### src/rtl/core/event_report_filter_counter_assert.svh
// event_report_filter_counter_assert.svh: assertion macros for the event report filter
// expects clk and rst in the scope of the module that uses them
`ifndef EVENT_REPORT_FILTER_COUNTER_ASSERT_SVH
`define EVENT_REPORT_FILTER_COUNTER_ASSERT_SVH

// same-cycle implication
`define ERFC_ASSERT_NOW(label, ante, cons, msg) \
  label: assert property (@(posedge clk) disable iff (rst) (ante) |-> (cons)) \
    else $error(msg);

// next-cycle implication
`define ERFC_ASSERT_NEXT(label, ante, cons, msg) \
  label: assert property (@(posedge clk) disable iff (rst) (ante) |=> (cons)) \
    else $error(msg);

`endif

### src/rtl/core/erfc_pkg.sv
// erfc_pkg: codes, states and controller/datapath link types of the event report filter
// no dependencies
`default_nettype none

package erfc_pkg;

  localparam int ID_W      = 6;
  localparam int OUT_CNT_W = 16;

  typedef enum logic [2:0] {
    OP_RAISE   = 3'd0,
    OP_ENABLE  = 3'd1,
    OP_DISABLE = 3'd2,
    OP_LIST    = 3'd3,
    OP_SET_SEV = 3'd4
  } op_t;

  typedef enum logic [2:0] {
    KIND_NONE   = 3'd0,
    KIND_INFO   = 3'd1,
    KIND_LOW    = 3'd2,
    KIND_MEDIUM = 3'd3,
    KIND_HIGH   = 3'd4,
    KIND_HEADER = 3'd5,
    KIND_ENTRY  = 3'd6,
    KIND_ERROR  = 3'd7
  } kind_t;

  typedef enum logic [1:0] {
    ERR_NONE   = 2'd0,
    ERR_BAD_ID = 2'd1,
    ERR_BAD_OP = 2'd2
  } err_t;

  typedef enum logic [1:0] {
    SEV_INFO   = 2'd0,
    SEV_LOW    = 2'd1,
    SEV_MEDIUM = 2'd2,
    SEV_HIGH   = 2'd3
  } sev_t;

  typedef enum logic [1:0] {
    ST_IDLE,
    ST_EXEC,
    ST_SCAN_RD,
    ST_SCAN_CHK
  } state_t;

  typedef enum logic [2:0] {
    EMIT_NONE,
    EMIT_ERR_OP,
    EMIT_ERR_ID,
    EMIT_HEADER,
    EMIT_ENTRY,
    EMIT_APPLY
  } emit_t;

  typedef struct packed {
    logic  take;
    logic  scan_rd;
    logic  scan_init;
    logic  scan_step;
    emit_t emit;
  } ctl_cmd_t;

  typedef struct packed {
    logic accepted;
    logic op_unknown;
    logic op_list;
    logic id_bad;
    logic none_disabled;
    logic entry_disabled;
    logic last_entry;
    logic out_free;
  } dp_stat_t;

endpackage

`default_nettype wire

### src/rtl/core/erfc_channels.sv
// erfc_channels: request and result channel interfaces of the event report filter
// no dependencies
`default_nettype none

interface erfc_req_if;
  logic        valid;
  logic        ready;
  logic [2:0]  operation;
  logic [15:0] event_number;
  logic [1:0]  severity_value;

  modport source (output valid, operation, event_number, severity_value, input ready);
  modport sink (input valid, operation, event_number, severity_value, output ready);
endinterface

interface erfc_rsp_if;
  logic        valid;
  logic        ready;
  logic [2:0]  report_kind;
  logic [1:0]  error_code;
  logic [5:0]  reported_id;
  logic [5:0]  list_count;
  logic [15:0] severity_event_count;
  logic [15:0] severity_report_count;
  logic [5:0]  severity_last_id;
  logic [5:0]  disabled_total;
  logic        last_item;

  modport source (
    output valid, report_kind, error_code, reported_id, list_count, severity_event_count,
           severity_report_count, severity_last_id, disabled_total, last_item,
    input  ready
  );
  modport sink (
    input  valid, report_kind, error_code, reported_id, list_count, severity_event_count,
           severity_report_count, severity_last_id, disabled_total, last_item,
    output ready
  );
endinterface

`default_nettype wire

### src/rtl/core/erfc_ctrl.sv
// erfc_ctrl: request sequencer of the event report filter
// depends on erfc_pkg
`default_nettype none

module erfc_ctrl (
  input  wire logic              clk,
  input  wire logic              rst,
  input  wire erfc_pkg::dp_stat_t stat,
  output erfc_pkg::ctl_cmd_t     cmd
);

  erfc_pkg::state_t state, state_next;

  always_ff @(posedge clk) begin
    if (rst) begin
      state <= erfc_pkg::ST_IDLE;
    end else begin
      state <= state_next;
    end
  end

  always_comb begin
    state_next = state;
    case (state)
      erfc_pkg::ST_IDLE: begin
        if (stat.accepted) state_next = erfc_pkg::ST_EXEC;
      end
      erfc_pkg::ST_EXEC: begin
        if (stat.out_free) begin
          if (stat.op_list && !stat.op_unknown && !stat.none_disabled) begin
            state_next = erfc_pkg::ST_SCAN_RD;
          end else begin
            state_next = erfc_pkg::ST_IDLE;
          end
        end
      end
      erfc_pkg::ST_SCAN_RD: begin
        state_next = erfc_pkg::ST_SCAN_CHK;
      end
      erfc_pkg::ST_SCAN_CHK: begin
        if (!stat.entry_disabled) begin
          state_next = erfc_pkg::ST_SCAN_RD;
        end else if (stat.out_free) begin
          state_next = stat.last_entry ? erfc_pkg::ST_IDLE : erfc_pkg::ST_SCAN_RD;
        end
      end
      default: state_next = erfc_pkg::ST_IDLE;
    endcase
  end

  always_comb begin
    cmd = '{take: 1'b0, scan_rd: 1'b0, scan_init: 1'b0, scan_step: 1'b0,
            emit: erfc_pkg::EMIT_NONE};
    case (state)
      erfc_pkg::ST_IDLE: begin
        cmd.take = 1'b1;
      end
      erfc_pkg::ST_EXEC: begin
        if (stat.out_free) begin
          if (stat.op_unknown) begin
            cmd.emit = erfc_pkg::EMIT_ERR_OP;
          end else if (stat.op_list) begin
            cmd.emit      = erfc_pkg::EMIT_HEADER;
            cmd.scan_init = 1'b1;
          end else if (stat.id_bad) begin
            cmd.emit = erfc_pkg::EMIT_ERR_ID;
          end else begin
            cmd.emit = erfc_pkg::EMIT_APPLY;
          end
        end
      end
      erfc_pkg::ST_SCAN_RD: begin
        cmd.scan_rd = 1'b1;
      end
      erfc_pkg::ST_SCAN_CHK: begin
        if (!stat.entry_disabled) begin
          cmd.scan_step = 1'b1;
        end else if (stat.out_free) begin
          cmd.emit      = erfc_pkg::EMIT_ENTRY;
          cmd.scan_step = 1'b1;
        end
      end
      default: cmd.take = 1'b0;
    endcase
  end

endmodule

`default_nettype wire

### src/rtl/core/erfc_datapath.sv
// erfc_datapath: event table, severity counters, list scan and result register
// depends on erfc_pkg, erfc_channels and event_report_filter_counter_assert.svh
`default_nettype none
`include "event_report_filter_counter_assert.svh"

module erfc_datapath #(
  parameter int EVENT_COUNT   = 63,
  parameter int COUNTER_WIDTH = 16
) (
  input  wire logic               clk,
  input  wire logic               rst,
  input  wire erfc_pkg::ctl_cmd_t cmd,
  output erfc_pkg::dp_stat_t      stat,
  erfc_req_if.sink                req,
  erfc_rsp_if.source              rsp
);

  localparam int DEPTH = EVENT_COUNT + 1;
  localparam int AW    = (DEPTH > 1) ? $clog2(DEPTH) : 1;
  localparam int IW    = erfc_pkg::ID_W;
  localparam int OW    = erfc_pkg::OUT_CNT_W;

  // captured request
  logic [2:0]    op_q;
  logic [IW-1:0] id_q;
  logic [1:0]    sev_q;
  logic          id_bad_q;

  // event table: {disabled, severity}; an entry never written reads as enabled, informative
  logic [2:0]       ent_mem [DEPTH];
  logic [DEPTH-1:0] ent_vld;
  logic [2:0]       rd_raw;
  logic             rd_vld;
  logic [2:0]       rd_ent;
  logic [AW-1:0]    rd_addr;
  logic             rd_en;
  logic             wr_en;
  logic [AW-1:0]    wr_addr;
  logic [2:0]       wr_data;

  logic [COUNTER_WIDTH-1:0] ev_cnt  [3];
  logic [COUNTER_WIDTH-1:0] rp_cnt  [3];
  logic [IW-1:0]            last_id [3];
  logic [5:0]               dis_cnt, dis_cnt_next;
  logic [5:0]               remaining;
  logic [AW-1:0]            scan_idx;

  logic                     accepted;
  logic                     ent_dis;
  logic [1:0]               ent_sev;
  logic                     sev_nz;
  logic [1:0]               sidx;
  logic [COUNTER_WIDTH-1:0] ec_new, rc_inc, rc_out;
  logic [IW-1:0]            lid_out;
  logic                     is_raise, cnt_upd;

  logic          out_valid;
  logic [2:0]    o_kind;
  logic [1:0]    o_err;
  logic [IW-1:0] o_id, o_lc, o_lid, o_dis;
  logic [OW-1:0] o_ec, o_rc;
  logic          o_last;

  assign accepted  = cmd.take && req.valid;
  assign req.ready = cmd.take;

  always_ff @(posedge clk) begin
    if (accepted) begin
      op_q     <= req.operation;
      id_q     <= req.event_number[IW-1:0];
      sev_q    <= req.severity_value;
      id_bad_q <= (req.event_number == 16'd0) || (req.event_number > 16'(EVENT_COUNT));
    end
  end

  // single read port: request id at accept, scan index during a list
  assign rd_addr = cmd.scan_rd ? scan_idx : req.event_number[AW-1:0];
  assign rd_en   = accepted || cmd.scan_rd;

  always_ff @(posedge clk) begin
    if (rd_en) begin
      rd_raw <= ent_mem[rd_addr];
      rd_vld <= ent_vld[rd_addr];
    end
    if (wr_en) begin
      ent_mem[wr_addr] <= wr_data;
    end
  end

  always_ff @(posedge clk) begin
    if (rst) begin
      ent_vld <= '0;
    end else if (wr_en) begin
      ent_vld[wr_addr] <= 1'b1;
    end
  end

  assign rd_ent  = rd_vld ? rd_raw : 3'b000;
  assign ent_dis = rd_ent[2];
  assign ent_sev = rd_ent[1:0];
  assign sev_nz  = (ent_sev != erfc_pkg::SEV_INFO);
  assign sidx    = ent_sev - 2'd1;

  assign is_raise = (op_q == erfc_pkg::OP_RAISE);
  assign cnt_upd  = (cmd.emit == erfc_pkg::EMIT_APPLY) && is_raise && sev_nz;
  assign ec_new   = ev_cnt[sidx] + COUNTER_WIDTH'(1);
  assign rc_inc   = rp_cnt[sidx] + COUNTER_WIDTH'(1);
  assign rc_out   = ent_dis ? rp_cnt[sidx] : rc_inc;
  assign lid_out  = ent_dis ? last_id[sidx] : id_q;

  // table write and disabled count for enable, disable and set severity
  always_comb begin
    wr_en        = 1'b0;
    wr_addr      = id_q[AW-1:0];
    wr_data      = rd_ent;
    dis_cnt_next = dis_cnt;
    if (cmd.emit == erfc_pkg::EMIT_APPLY) begin
      case (op_q)
        erfc_pkg::OP_ENABLE: begin
          wr_en   = 1'b1;
          wr_data = {1'b0, ent_sev};
          if (ent_dis) dis_cnt_next = dis_cnt - 6'd1;
        end
        erfc_pkg::OP_DISABLE: begin
          wr_en   = 1'b1;
          wr_data = {1'b1, ent_sev};
          if (!ent_dis) dis_cnt_next = dis_cnt + 6'd1;
        end
        erfc_pkg::OP_SET_SEV: begin
          wr_en   = 1'b1;
          wr_data = {ent_dis, sev_q};
        end
        default: wr_en = 1'b0;
      endcase
    end
  end

  always_ff @(posedge clk) begin
    if (rst) begin
      for (int s = 0; s < 3; s++) begin
        ev_cnt[s]  <= '0;
        rp_cnt[s]  <= '0;
        last_id[s] <= '0;
      end
      dis_cnt <= '0;
    end else begin
      dis_cnt <= dis_cnt_next;
      if (cnt_upd) begin
        ev_cnt[sidx] <= ec_new;
        if (!ent_dis) begin
          rp_cnt[sidx]  <= rc_inc;
          last_id[sidx] <= id_q;
        end
      end
    end
  end

  // list scan
  always_ff @(posedge clk) begin
    if (cmd.scan_init) begin
      remaining <= dis_cnt;
      scan_idx  <= AW'(1);
    end else begin
      if (cmd.emit == erfc_pkg::EMIT_ENTRY) remaining <= remaining - 6'd1;
      if (cmd.scan_step) scan_idx <= scan_idx + AW'(1);
    end
  end

  // next result
  always_comb begin
    o_kind = erfc_pkg::KIND_NONE;
    o_err  = erfc_pkg::ERR_NONE;
    o_id   = '0;
    o_lc   = '0;
    o_ec   = '0;
    o_rc   = '0;
    o_lid  = '0;
    o_dis  = dis_cnt;
    o_last = 1'b1;
    case (cmd.emit)
      erfc_pkg::EMIT_ERR_OP: begin
        o_kind = erfc_pkg::KIND_ERROR;
        o_err  = erfc_pkg::ERR_BAD_OP;
      end
      erfc_pkg::EMIT_ERR_ID: begin
        o_kind = erfc_pkg::KIND_ERROR;
        o_err  = erfc_pkg::ERR_BAD_ID;
      end
      erfc_pkg::EMIT_HEADER: begin
        o_kind = erfc_pkg::KIND_HEADER;
        o_lc   = dis_cnt;
        o_last = (dis_cnt == 6'd0);
      end
      erfc_pkg::EMIT_ENTRY: begin
        o_kind = erfc_pkg::KIND_ENTRY;
        o_id   = IW'(scan_idx);
        o_last = (remaining == 6'd1);
      end
      erfc_pkg::EMIT_APPLY: begin
        o_dis = dis_cnt_next;
        if (is_raise && !ent_dis) begin
          o_kind = 3'({1'b0, ent_sev}) + 3'd1;
          o_id   = id_q;
        end
        if (is_raise && sev_nz) begin
          o_ec  = OW'(ec_new);
          o_rc  = OW'(rc_out);
          o_lid = lid_out;
        end
      end
      default: o_last = 1'b1;
    endcase
  end

  always_ff @(posedge clk) begin
    if (rst) begin
      out_valid <= 1'b0;
    end else if (cmd.emit != erfc_pkg::EMIT_NONE) begin
      out_valid <= 1'b1;
    end else if (rsp.ready) begin
      out_valid <= 1'b0;
    end
  end

  always_ff @(posedge clk) begin
    if (cmd.emit != erfc_pkg::EMIT_NONE) begin
      rsp.report_kind           <= o_kind;
      rsp.error_code            <= o_err;
      rsp.reported_id           <= o_id;
      rsp.list_count            <= o_lc;
      rsp.severity_event_count  <= o_ec;
      rsp.severity_report_count <= o_rc;
      rsp.severity_last_id      <= o_lid;
      rsp.disabled_total        <= o_dis;
      rsp.last_item             <= o_last;
    end
  end

  assign rsp.valid = out_valid;

  assign stat = '{
    accepted:       accepted,
    op_unknown:     (op_q > erfc_pkg::OP_SET_SEV),
    op_list:        (op_q == erfc_pkg::OP_LIST),
    id_bad:         id_bad_q,
    none_disabled:  (dis_cnt == 6'd0),
    entry_disabled: ent_dis,
    last_entry:     (remaining == 6'd1),
    out_free:       (!out_valid || rsp.ready)
  };

  `ERFC_ASSERT_NOW(a_no_overwrite, out_valid && !rsp.ready, cmd.emit == erfc_pkg::EMIT_NONE, "pending result overwritten")
  `ERFC_ASSERT_NOW(a_dis_range, 1'b1, dis_cnt <= 6'(EVENT_COUNT), "disabled count out of range")
  `ERFC_ASSERT_NOW(a_entry_valid, cmd.emit == erfc_pkg::EMIT_ENTRY, remaining != 6'd0 && ent_dis, "list entry beyond disabled count")
  `ERFC_ASSERT_NEXT(a_one_request, accepted, !req.ready, "request taken while one in flight")

endmodule

`default_nettype wire

### src/rtl/core/event_report_filter_counter.sv
// event report filter: raise/enable/disable/list/set-severity requests, one at a time.
// a request is taken in idle and decided in exec, where its result is registered once the
// output is free; list entries follow the header, each scanned id taking a read and a check
// state, set by the single read port of the event table; the next request waits for idle.
// reset clears counters, disabled count and table valid bits at once; no clearing pass.
// depends on erfc_pkg, erfc_channels, erfc_ctrl, erfc_datapath
`default_nettype none

module event_report_filter_counter #(
  parameter int EVENT_COUNT   = 63,
  parameter int COUNTER_WIDTH = 16
) (
  input wire logic   clk,
  input wire logic   rst,
  erfc_req_if.sink   req,
  erfc_rsp_if.source rsp
);

  erfc_pkg::ctl_cmd_t cmd;
  erfc_pkg::dp_stat_t stat;

  erfc_ctrl u_ctrl (
    .clk  (clk),
    .rst  (rst),
    .stat (stat),
    .cmd  (cmd)
  );

  erfc_datapath #(
    .EVENT_COUNT   (EVENT_COUNT),
    .COUNTER_WIDTH (COUNTER_WIDTH)
  ) u_datapath (
    .clk  (clk),
    .rst  (rst),
    .cmd  (cmd),
    .stat (stat),
    .req  (req),
    .rsp  (rsp)
  );

endmodule

`default_nettype wire

### src/flat_wrapper.sv
// flat-port wrapper written by rule: the top's interface ports become plain ports
module event_report_filter_counter_flat 
#(
  parameter int EVENT_COUNT   = 63,
  parameter int COUNTER_WIDTH = 16
)
  (clk, rst, req_valid, req_operation, req_event_number, req_severity_value, req_ready, rsp_valid, rsp_report_kind, rsp_error_code, rsp_reported_id, rsp_list_count, rsp_severity_event_count, rsp_severity_report_count, rsp_severity_last_id, rsp_disabled_total, rsp_last_item, rsp_ready);
  erfc_req_if req_i ();
  erfc_rsp_if rsp_i ();
  input wire logic clk;
  input wire logic rst;
  input wire logic [$bits(req_i.valid)-1:0] req_valid;
  input wire logic [$bits(req_i.operation)-1:0] req_operation;
  input wire logic [$bits(req_i.event_number)-1:0] req_event_number;
  input wire logic [$bits(req_i.severity_value)-1:0] req_severity_value;
  output wire logic [$bits(req_i.ready)-1:0] req_ready;
  output wire logic [$bits(rsp_i.valid)-1:0] rsp_valid;
  output wire logic [$bits(rsp_i.report_kind)-1:0] rsp_report_kind;
  output wire logic [$bits(rsp_i.error_code)-1:0] rsp_error_code;
  output wire logic [$bits(rsp_i.reported_id)-1:0] rsp_reported_id;
  output wire logic [$bits(rsp_i.list_count)-1:0] rsp_list_count;
  output wire logic [$bits(rsp_i.severity_event_count)-1:0] rsp_severity_event_count;
  output wire logic [$bits(rsp_i.severity_report_count)-1:0] rsp_severity_report_count;
  output wire logic [$bits(rsp_i.severity_last_id)-1:0] rsp_severity_last_id;
  output wire logic [$bits(rsp_i.disabled_total)-1:0] rsp_disabled_total;
  output wire logic [$bits(rsp_i.last_item)-1:0] rsp_last_item;
  input wire logic [$bits(rsp_i.ready)-1:0] rsp_ready;
  assign req_i.valid = req_valid;
  assign req_i.operation = req_operation;
  assign req_i.event_number = req_event_number;
  assign req_i.severity_value = req_severity_value;
  assign req_ready = req_i.ready;
  assign rsp_valid = rsp_i.valid;
  assign rsp_report_kind = rsp_i.report_kind;
  assign rsp_error_code = rsp_i.error_code;
  assign rsp_reported_id = rsp_i.reported_id;
  assign rsp_list_count = rsp_i.list_count;
  assign rsp_severity_event_count = rsp_i.severity_event_count;
  assign rsp_severity_report_count = rsp_i.severity_report_count;
  assign rsp_severity_last_id = rsp_i.severity_last_id;
  assign rsp_disabled_total = rsp_i.disabled_total;
  assign rsp_last_item = rsp_i.last_item;
  assign rsp_i.ready = rsp_ready;
  event_report_filter_counter #(.EVENT_COUNT(EVENT_COUNT), .COUNTER_WIDTH(COUNTER_WIDTH)) u_core (.clk(clk), .rst(rst), .req(req_i), .rsp(rsp_i));
endmodule
### config.mk
export PLATFORM = sky130hd
export DESIGN_NAME = event_report_filter_counter_flat
export DESIGN_NICKNAME = d
export VERILOG_FILES = /design/src/rtl/core/erfc_pkg.sv /design/src/rtl/core/erfc_channels.sv /design/src/rtl/core/erfc_ctrl.sv /design/src/rtl/core/erfc_datapath.sv /design/src/rtl/core/event_report_filter_counter.sv /design/src/flat_wrapper.sv
export VERILOG_INCLUDE_DIRS = /design/src /design/src/rtl/core
export SDC_FILE = /design/constraint.sdc
export NUM_CORES = 1
export LEC_CHECK = 0
export BUFFER_PORTS_ARGS = -buffer_cell sky130_fd_sc_hd__buf_2
export CORE_ASPECT_RATIO = 1.25
export CORE_MARGIN = 8
export CORE_UTILIZATION = 56
export CTS_BUF_LIST = sky130_fd_sc_hd__clkbuf_16
export DETAILED_ROUTE_END_ITERATION = 7
export PLACE_DENSITY = 0.76
export SETUP_SLACK_MARGIN = 0.02
export SLEW_MARGIN = 0
export SYNTH_ARGS = -nofsm -noshare
export SYNTH_HDL_FRONTEND = slang
export SYNTH_SLANG_ARGS = --single-unit
### constraint.sdc
create_clock -name clk -period 4.55 [get_ports clk]
set_clock_uncertainty 0.15 [all_clocks]
set_input_delay 0.2275 -clock clk [delete_from_list [all_inputs] [get_ports clk]]
set_output_delay 0.2275 -clock clk [all_outputs]
set_load 0.02 [all_outputs]
* Word-level counts from Yosys, hierarchy flattened *
Memories as Yosys holds them, arrays and structs flattened. A register that Yosys moved wholly into a read port is not among the register bits.
Index checks and enable logic that the tools add are counted.

word-level totals
  logic and storage cells = 153
  bits in latches = 0
  output and inout port bits = 64
  memories = 4
  bits in writable memories = 306
  register bits = 160
  memory bits (read-only) = 0

operators by class
  equality and inequality tests = 16
  muxes and demuxes = 69
  multiply operators = 0
  divide/modulo/power cells = 0
  bitwise logic cells = 1
  add/sub/neg operators = 8
  shift-type cells = 0
  reductions and logical operators = 30
  magnitude comparators = 5

memories
  memory                     depth  bits a word  read ports  clocked after memory_dff  write ports  RTL line             RTL
  u_core.u_datapath.ent_mem  64     3            1           1                         1            erfc_datapath.sv:30  logic [2:0] ent_mem [DEPTH];
  u_core.u_datapath.ev_cnt   3      16           1           0                         3            erfc_datapath.sv:41  logic [COUNTER_WIDTH-1:0] ev_cnt [3];
  u_core.u_datapath.rp_cnt   3      16           1           0                         3            erfc_datapath.sv:42  logic [COUNTER_WIDTH-1:0] rp_cnt [3];
  u_core.u_datapath.last_id  3      6            1           0                         3            erfc_datapath.sv:43  logic [IW-1:0] last_id [3];

operators with widths
  operator               count
  $or 64x64->64          1
  $mux 6                 10
  $mux 16                3
  $add 16x1->16 const B  2
  $reduce_or 16->1       2
  $mux 1                 28
  $mux 3                 8
  $pmux 6 s2             2
  $mux 2                 9
  $gt 16x6->1 const B    1
  $logic_not 16->1       1
  $lt 6x7->1 const B     2
  $add 6x1->6 const B    2
  $eq 3x2->1 const B     4
  $pmux 3 s4             1
  $sub 6x1->6 const B    2
  $eq 3x3->1 const B     3
  $pmux 3 s3             1
  $logic_and 1x1->1      8
  $pmux 2 s4             1
  $bmux 1 s6             1
  $demux 1 s6            1
  $eq 3x1->1 const B     2
  $eq 6x1->1 const B     1
  other kinds (25)       33

* Logic depth before layout (Yosys ltp) *
  depth after elaboration = 13
  depth in mapped cells = 16

* By module *
A second synthesis with hierarchy kept.

second synthesis, totals
  cell total of the unflattened synthesis = 2065
  area, all modules = 23253.6 sq um

by module, submodules not included
  module         sequential area each (sq um)  area each (sq um)  times used  cells each
  erfc_datapath  14393.8                       23063.4            1           2038
  erfc_ctrl      40.0                          190.2              1           27

* Least setup slack after synthesis *
No wires, ideal clock.

  kind = reg2reg
  start point = register u_core.u_datapath.rd_vld
  end point = memory u_core.u_datapath.ent_mem[0][2] (data pin)
  setup slack = -0.300 ns
  required time = 3.699 ns
  cell stages (with the launch flop) = 7
  arrival = 3.999 ns
  cells stage by stage = edfxtp_1 clkbuf_1 buf_1 nand2_1 clkbuf_1 clkbuf_1 o21ai_0

on the way
  word-level cells in the longest chain between the ends = 5
  elaborated cells on any way between the ends = 6
  classes of those cells = eq/ne (1); mux (5)

RTL lines
  element                           RTL line              RTL
  from (decl)                       erfc_datapath.sv:33   logic rd_vld;
  from (signal assigned)            erfc_datapath.sv:83   rd_vld <= ent_vld[rd_addr];
  $mux 3 (*)                        erfc_datapath.sv:98   assign rd_ent = rd_vld ? rd_raw : 3'b000;
  $mux 3                            erfc_ctrl.sv:76       if (!stat.entry_disabled) begin
  $pmux 3 s2                        erfc_ctrl.sv:54       case (state)
  $eq 3x3->1                        erfc_datapath.sv:117  if (cmd.emit == erfc_pkg::EMIT_APPLY) begin
  $mux 3 (*)                        erfc_datapath.sv:117
  net u_core.u_datapath.wr_data[2]  erfc_datapath.sv:39   logic [2:0] wr_data;
  to (decl)                         erfc_datapath.sv:30

The timed path passes the listed nets; every way through them passes the cells marked *.

==> results by stage <==
Status:
- The flow ran to the end, but the final reports show violations.
- The final reports fail on capacitance limit.

Drt:
- The pre-antenna-repair detailed-routing pass consisted of 7 iterations.
- Once detail routing completed, the nets flagged for antenna violations numbered 0.
- The final routed wirelength across all metal layers is between 50000 and 60000 um.
- In the routed design, unresolved DRC markers number 0.
- Using the TritonRoute via totals, the vias-per-cell ratio works out to a little over 6.
- The via count is 16000.
- After detailed routing, the average wire length per cell comes to 22.4 um.
- The detailed router finished its first iteration with approximately 1500 violations.

STA:
- The final hold violation count came to 0.
- The post-route fraction of the period consumed by the critical path is 0.899.
- At the pin with the least slew margin, the transition time is roughly 1500 ps.
- Setup repair after global routing left no endpoint under its margin.
- Once routing completed, OpenROAD measured the worst setup slack at 457 ps.
- The number of max-slew violations in the final report is 0.
- The worst path needs 4090 ps of the cycle, external delays included.
- The highest clock frequency the design can meet is 244 MHz.
- Setup violations remaining at the end of the flow were counted as 0.
- The worst slew slack as a fraction of its limit is 0.000971.
- The worst hold margin is 100 ps.
- The final setup TNS is 0 ps.

GRT:
- The total track usage is 0.239.
- The first global-routing pass estimated 90400 um of wire.
- Entering global routing, the biggest net connects 76 pins.
- The initial antenna violation count came to 1.
- Summed over all layers, the global routing overflow is 0.
- The via count of the first global-routing pass is 16200.

Clocking:
- No sink is reached through more buffers than the 3 on the longest clock path.
- The clock transition at the registers of the reported paths is roughly 60 ps.
- The TritonCTS sink count is 507.
- TritonCTS built the clock tree.
- The depth of the CTS H-tree is 2.
- The buffers inserted during post-CTS setup optimization is 0.
- The clock tree root buffer cell is sky130_fd_sc_hd__clkbuf_16.
- For the worst-skew pair, the clock arrives at the later sink with an insertion delay of between 500 and 600 ps.
- The number of CTS-inserted buffers is 48.
- The number of resized instances in the post-cts repair step is 0.

Yosys:
- The number of enable-type register cells in the synthesized netlist is 428.
- The Yosys step of the flow raised 0 warnings.
- The synthesized netlist contains 70 unique library cells.
- The register area share after synthesis is 0.623.
- The register bit count reported by yosys is 507.
- Dividing the synthesized area by the synthesized cell count gives 12.3 um^2.
- For this run, asynchronously set or reset flops after synthesis account for 0.
- The flip-flop cell with the highest count after synthesis is sky130_fd_sc_hd__edfxtp_1.
- In this run the cell area of the synthesized design comes to around 23000 um^2.
- After technology mapping, the gate count stands at between 1500 and 2000.

Cells and area:
- The relative area change from synthesis to final layout is 12.5%.
- The library cell used most frequently in the layout, excluding fill and tap cells, is sky130_fd_sc_hd__edfxtp_1.
- The number of nets in the finished design is 2040.
- In the final layout, the share of cells above drive strength 1 is 0.150.
- In the layout the commonest cells are sky130_fd_sc_hd__edfxtp_1, sky130_fd_sc_hd__nor2_1, sky130_fd_sc_hd__nand2_1.

Critical path:
- The critical path is of the flip-flop to flip-flop type.
- Data on the critical path is required at its endpoint by 4710 ps.
- The startpoint identified for the worst register-to-register timing path is u_core.u_datapath.rd_vld$_DFFE_PP_.
- In this run the worst path has a maximum fanout of 36.
- STA classifies the critical path endpoint as a flip-flop.
- The worst register-to-register path has a setup slack of 460 ps.
- At the worst endpoint, the arrival time is 4250 ps.
- For the worst flop-to-flop path, the logic depth is 7.
- The endpoint identified for the worst register-to-register timing path is u_core.u_datapath.ev_cnt[3][14]$_DFFE_PP_.
- The kind of start point of the critical path is a flip-flop.

Power and ir drop:
- The worst vdd rail ir drop is 0.446 mV.
- The leakage power total is 9.38 nW.
- Dividing total power by cell area gives a power density of 394 nW/um^2.

Floorplanning:
- The floorplan step set the die width to between 150 and 200 um.
- The floorplan step defined a die boundary enclosing 48200 um^2.
- Measured along the y axis, the die boundary spans approximately 240 um.
- Pin placement for this block handled 89 I/O pins.
- The total number of placement rows is 83.
- The initial utilization of the core area, before any placement, comes to 0.567.
- The area inside the core boundary is 40900 um^2.

Flow run:
- Max-cap violations in this run came to 1.

Place:
- The count of input and output buffers is between 80 and 90.
- The setup slack at placement is 509 ps.
- At the end of routability-driven placement, the weighted congestion stood at just over 0.9.
- The wire-length estimate of the detail-placed layout is 39300 um.

Worst hold path:
- The worst hold path terminates at u_core.u_datapath.rsp.valid$_SDFFE_PP0P_.
- The worst hold path passes through 3 cells.
- The class of the worst hold path is input pin to flip-flop.
- In this run the most critical hold path is launched from rsp_ready.
[flip-flops by register name (all words and copies together), names as in the netlist, 3 cells and up]
register and count:
u_core.u_datapath.rsp.severity_last_id 6, u_core.u_datapath.remaining 6, u_core.u_datapath.rsp.severity_event_count 16, u_core.u_datapath.rsp.disabled_total 6, u_core.u_datapath.rsp.severity_report_count 16, u_core.u_datapath.rsp.reported_id 6
u_core.u_datapath.ent_mem 192, u_core.u_datapath.last_id 24, u_core.u_datapath.rp_cnt 64, u_core.u_datapath.rsp.report_kind 3, u_core.u_datapath.rd_raw 3, u_core.u_datapath.ent_vld 64
u_core.u_datapath.scan_idx 6, u_core.u_datapath.ev_cnt 64, u_core.u_datapath.dis_cnt 6, u_core.u_datapath.rsp.list_count 6, u_core.u_datapath.op_q 3, u_core.u_datapath.id_q 6
[kinds of logic after synthesis]
group | share of synthesized area
buffers and inverters | 0.0323
other | 0.000162
AND/OR/NAND/NOR | 0.129
flip-flops | 0.623
adder cells (fa/ha/maj) | 0.00702
multiplexers | 0.0995
XOR/XNOR | 0.0151
AO/OA/AOI/OAI | 0.0941
[cell usage after synthesis (all sizes together), types with 12 or more instances]
master / n / area, um^2
a211oi: 67 / 503
a21oi: 130 / 651
and2: 25 / 156
buf: 49 / 241
clkbuf: 70 / 268
dfxtp: 79 / 1580
edfxtp: 428 / 12900
ha: 13 / 163
inv: 64 / 240
mux2: 19 / 214
mux2i: 74 / 741
mux4: 60 / 1350
nand2: 138 / 518
nand2b: 16 / 108
nand3: 32 / 160
nand4: 21 / 131
nor2: 299 / 1120
nor2b: 15 / 93.8
nor3: 14 / 70.1
nor4: 14 / 87.6
o21ai: 45 / 225
o22ai: 12 / 75.1
or3: 12 / 75.1
xnor2: 23 / 201
xor2: 17 / 149
[power breakdown]
part	internal (W)	total (W)	switching (W)
Combinational	0.000353	0.00102	0.000672
Clock	0.00224	0.00395	0.00171
Sequential	0.00521	0.00530	0.0000838
[final cells by class]
cell class,count,area [um^2]
well taps,552,691
diodes,1,2.50
multi-input cells,1232,8200
inverters,64,241
clock buffers,49,1230
flip-flops and latches,507,14400
repair buffers,149,961
fillers,3194,14900
clock inverters,40,315
[routing by layer]
metal / GRT usage / wire [um] / vias up
li1: - / - / 7232
met1: 0.288 / 21800 / 7844
met2: 0.418 / 29700 / 715
met3: 0.0295 / 3750 / 200
met4: 0.116 / 2860 / 0
met5: 0 / 0 / -
[critical path, stage by stage, from the launching register on]
cell and delay (ps):
sky130_fd_sc_hd__edfxtp_1 580, sky130_fd_sc_hd__nand2_1 250, sky130_fd_sc_hd__ha_2 920, sky130_fd_sc_hd__mux4_2 430, sky130_fd_sc_hd__ha_1 220, sky130_fd_sc_hd__o2111ai_1 310
sky130_fd_sc_hd__or4b_1 780, sky130_fd_sc_hd__xnor2_1 190
[timing repair]
action,CTS,global route
hold buffers,15,0
endpoints found under the setup margin,0,0
hold endpoints to repair,13,0
[through the flow]
| step | util | power, W | cell area [um^2] | std cells |
|---|---|---|---|---|
| floorplan | - | 0.00608 | 23300 | 1922 |
| global placement | 0.596 | 0.00637 | 24400 | 2489 |
| detailed placement | 0.596 | 0.00640 | 24400 | 2489 |
| CTS | 0.637 | 0.0103 | 26100 | 2593 |
| global route | 0.637 | 0.0106 | 26100 | 2594 |
| finish | 0.637 | 0.0103 | 26100 | 2594 |
[worst max path at each step]
stage	cells past startpoint	start	endpoint
after CTS	7	u_core.u_datapath.rd_vld$_DFFE_PP_	u_core.u_datapath.ev_cnt[3][14]$_DFFE_PP_
final	7	u_core.u_datapath.rd_vld$_DFFE_PP_	u_core.u_datapath.ev_cnt[3][14]$_DFFE_PP_
after floorplan	6	u_core.u_ctrl.state[0]$_SDFFE_PP0P_	u_core.u_datapath.ent_mem[0][0]$_DFFE_PP_
after global placement	6	u_core.u_ctrl.state[1]$_SDFFE_PP0P_	u_core.u_datapath.rd_raw[1]$_DFFE_PP_
after global routing	7	u_core.u_datapath.rd_vld$_DFFE_PP_	u_core.u_datapath.ev_cnt[3][14]$_DFFE_PP_
after detailed placement	7	u_core.u_datapath.rd_vld$_DFFE_PP_	u_core.u_datapath.ev_cnt[3][14]$_DFFE_PP_
Note: power is estimated with default switching activity, not from simulation.
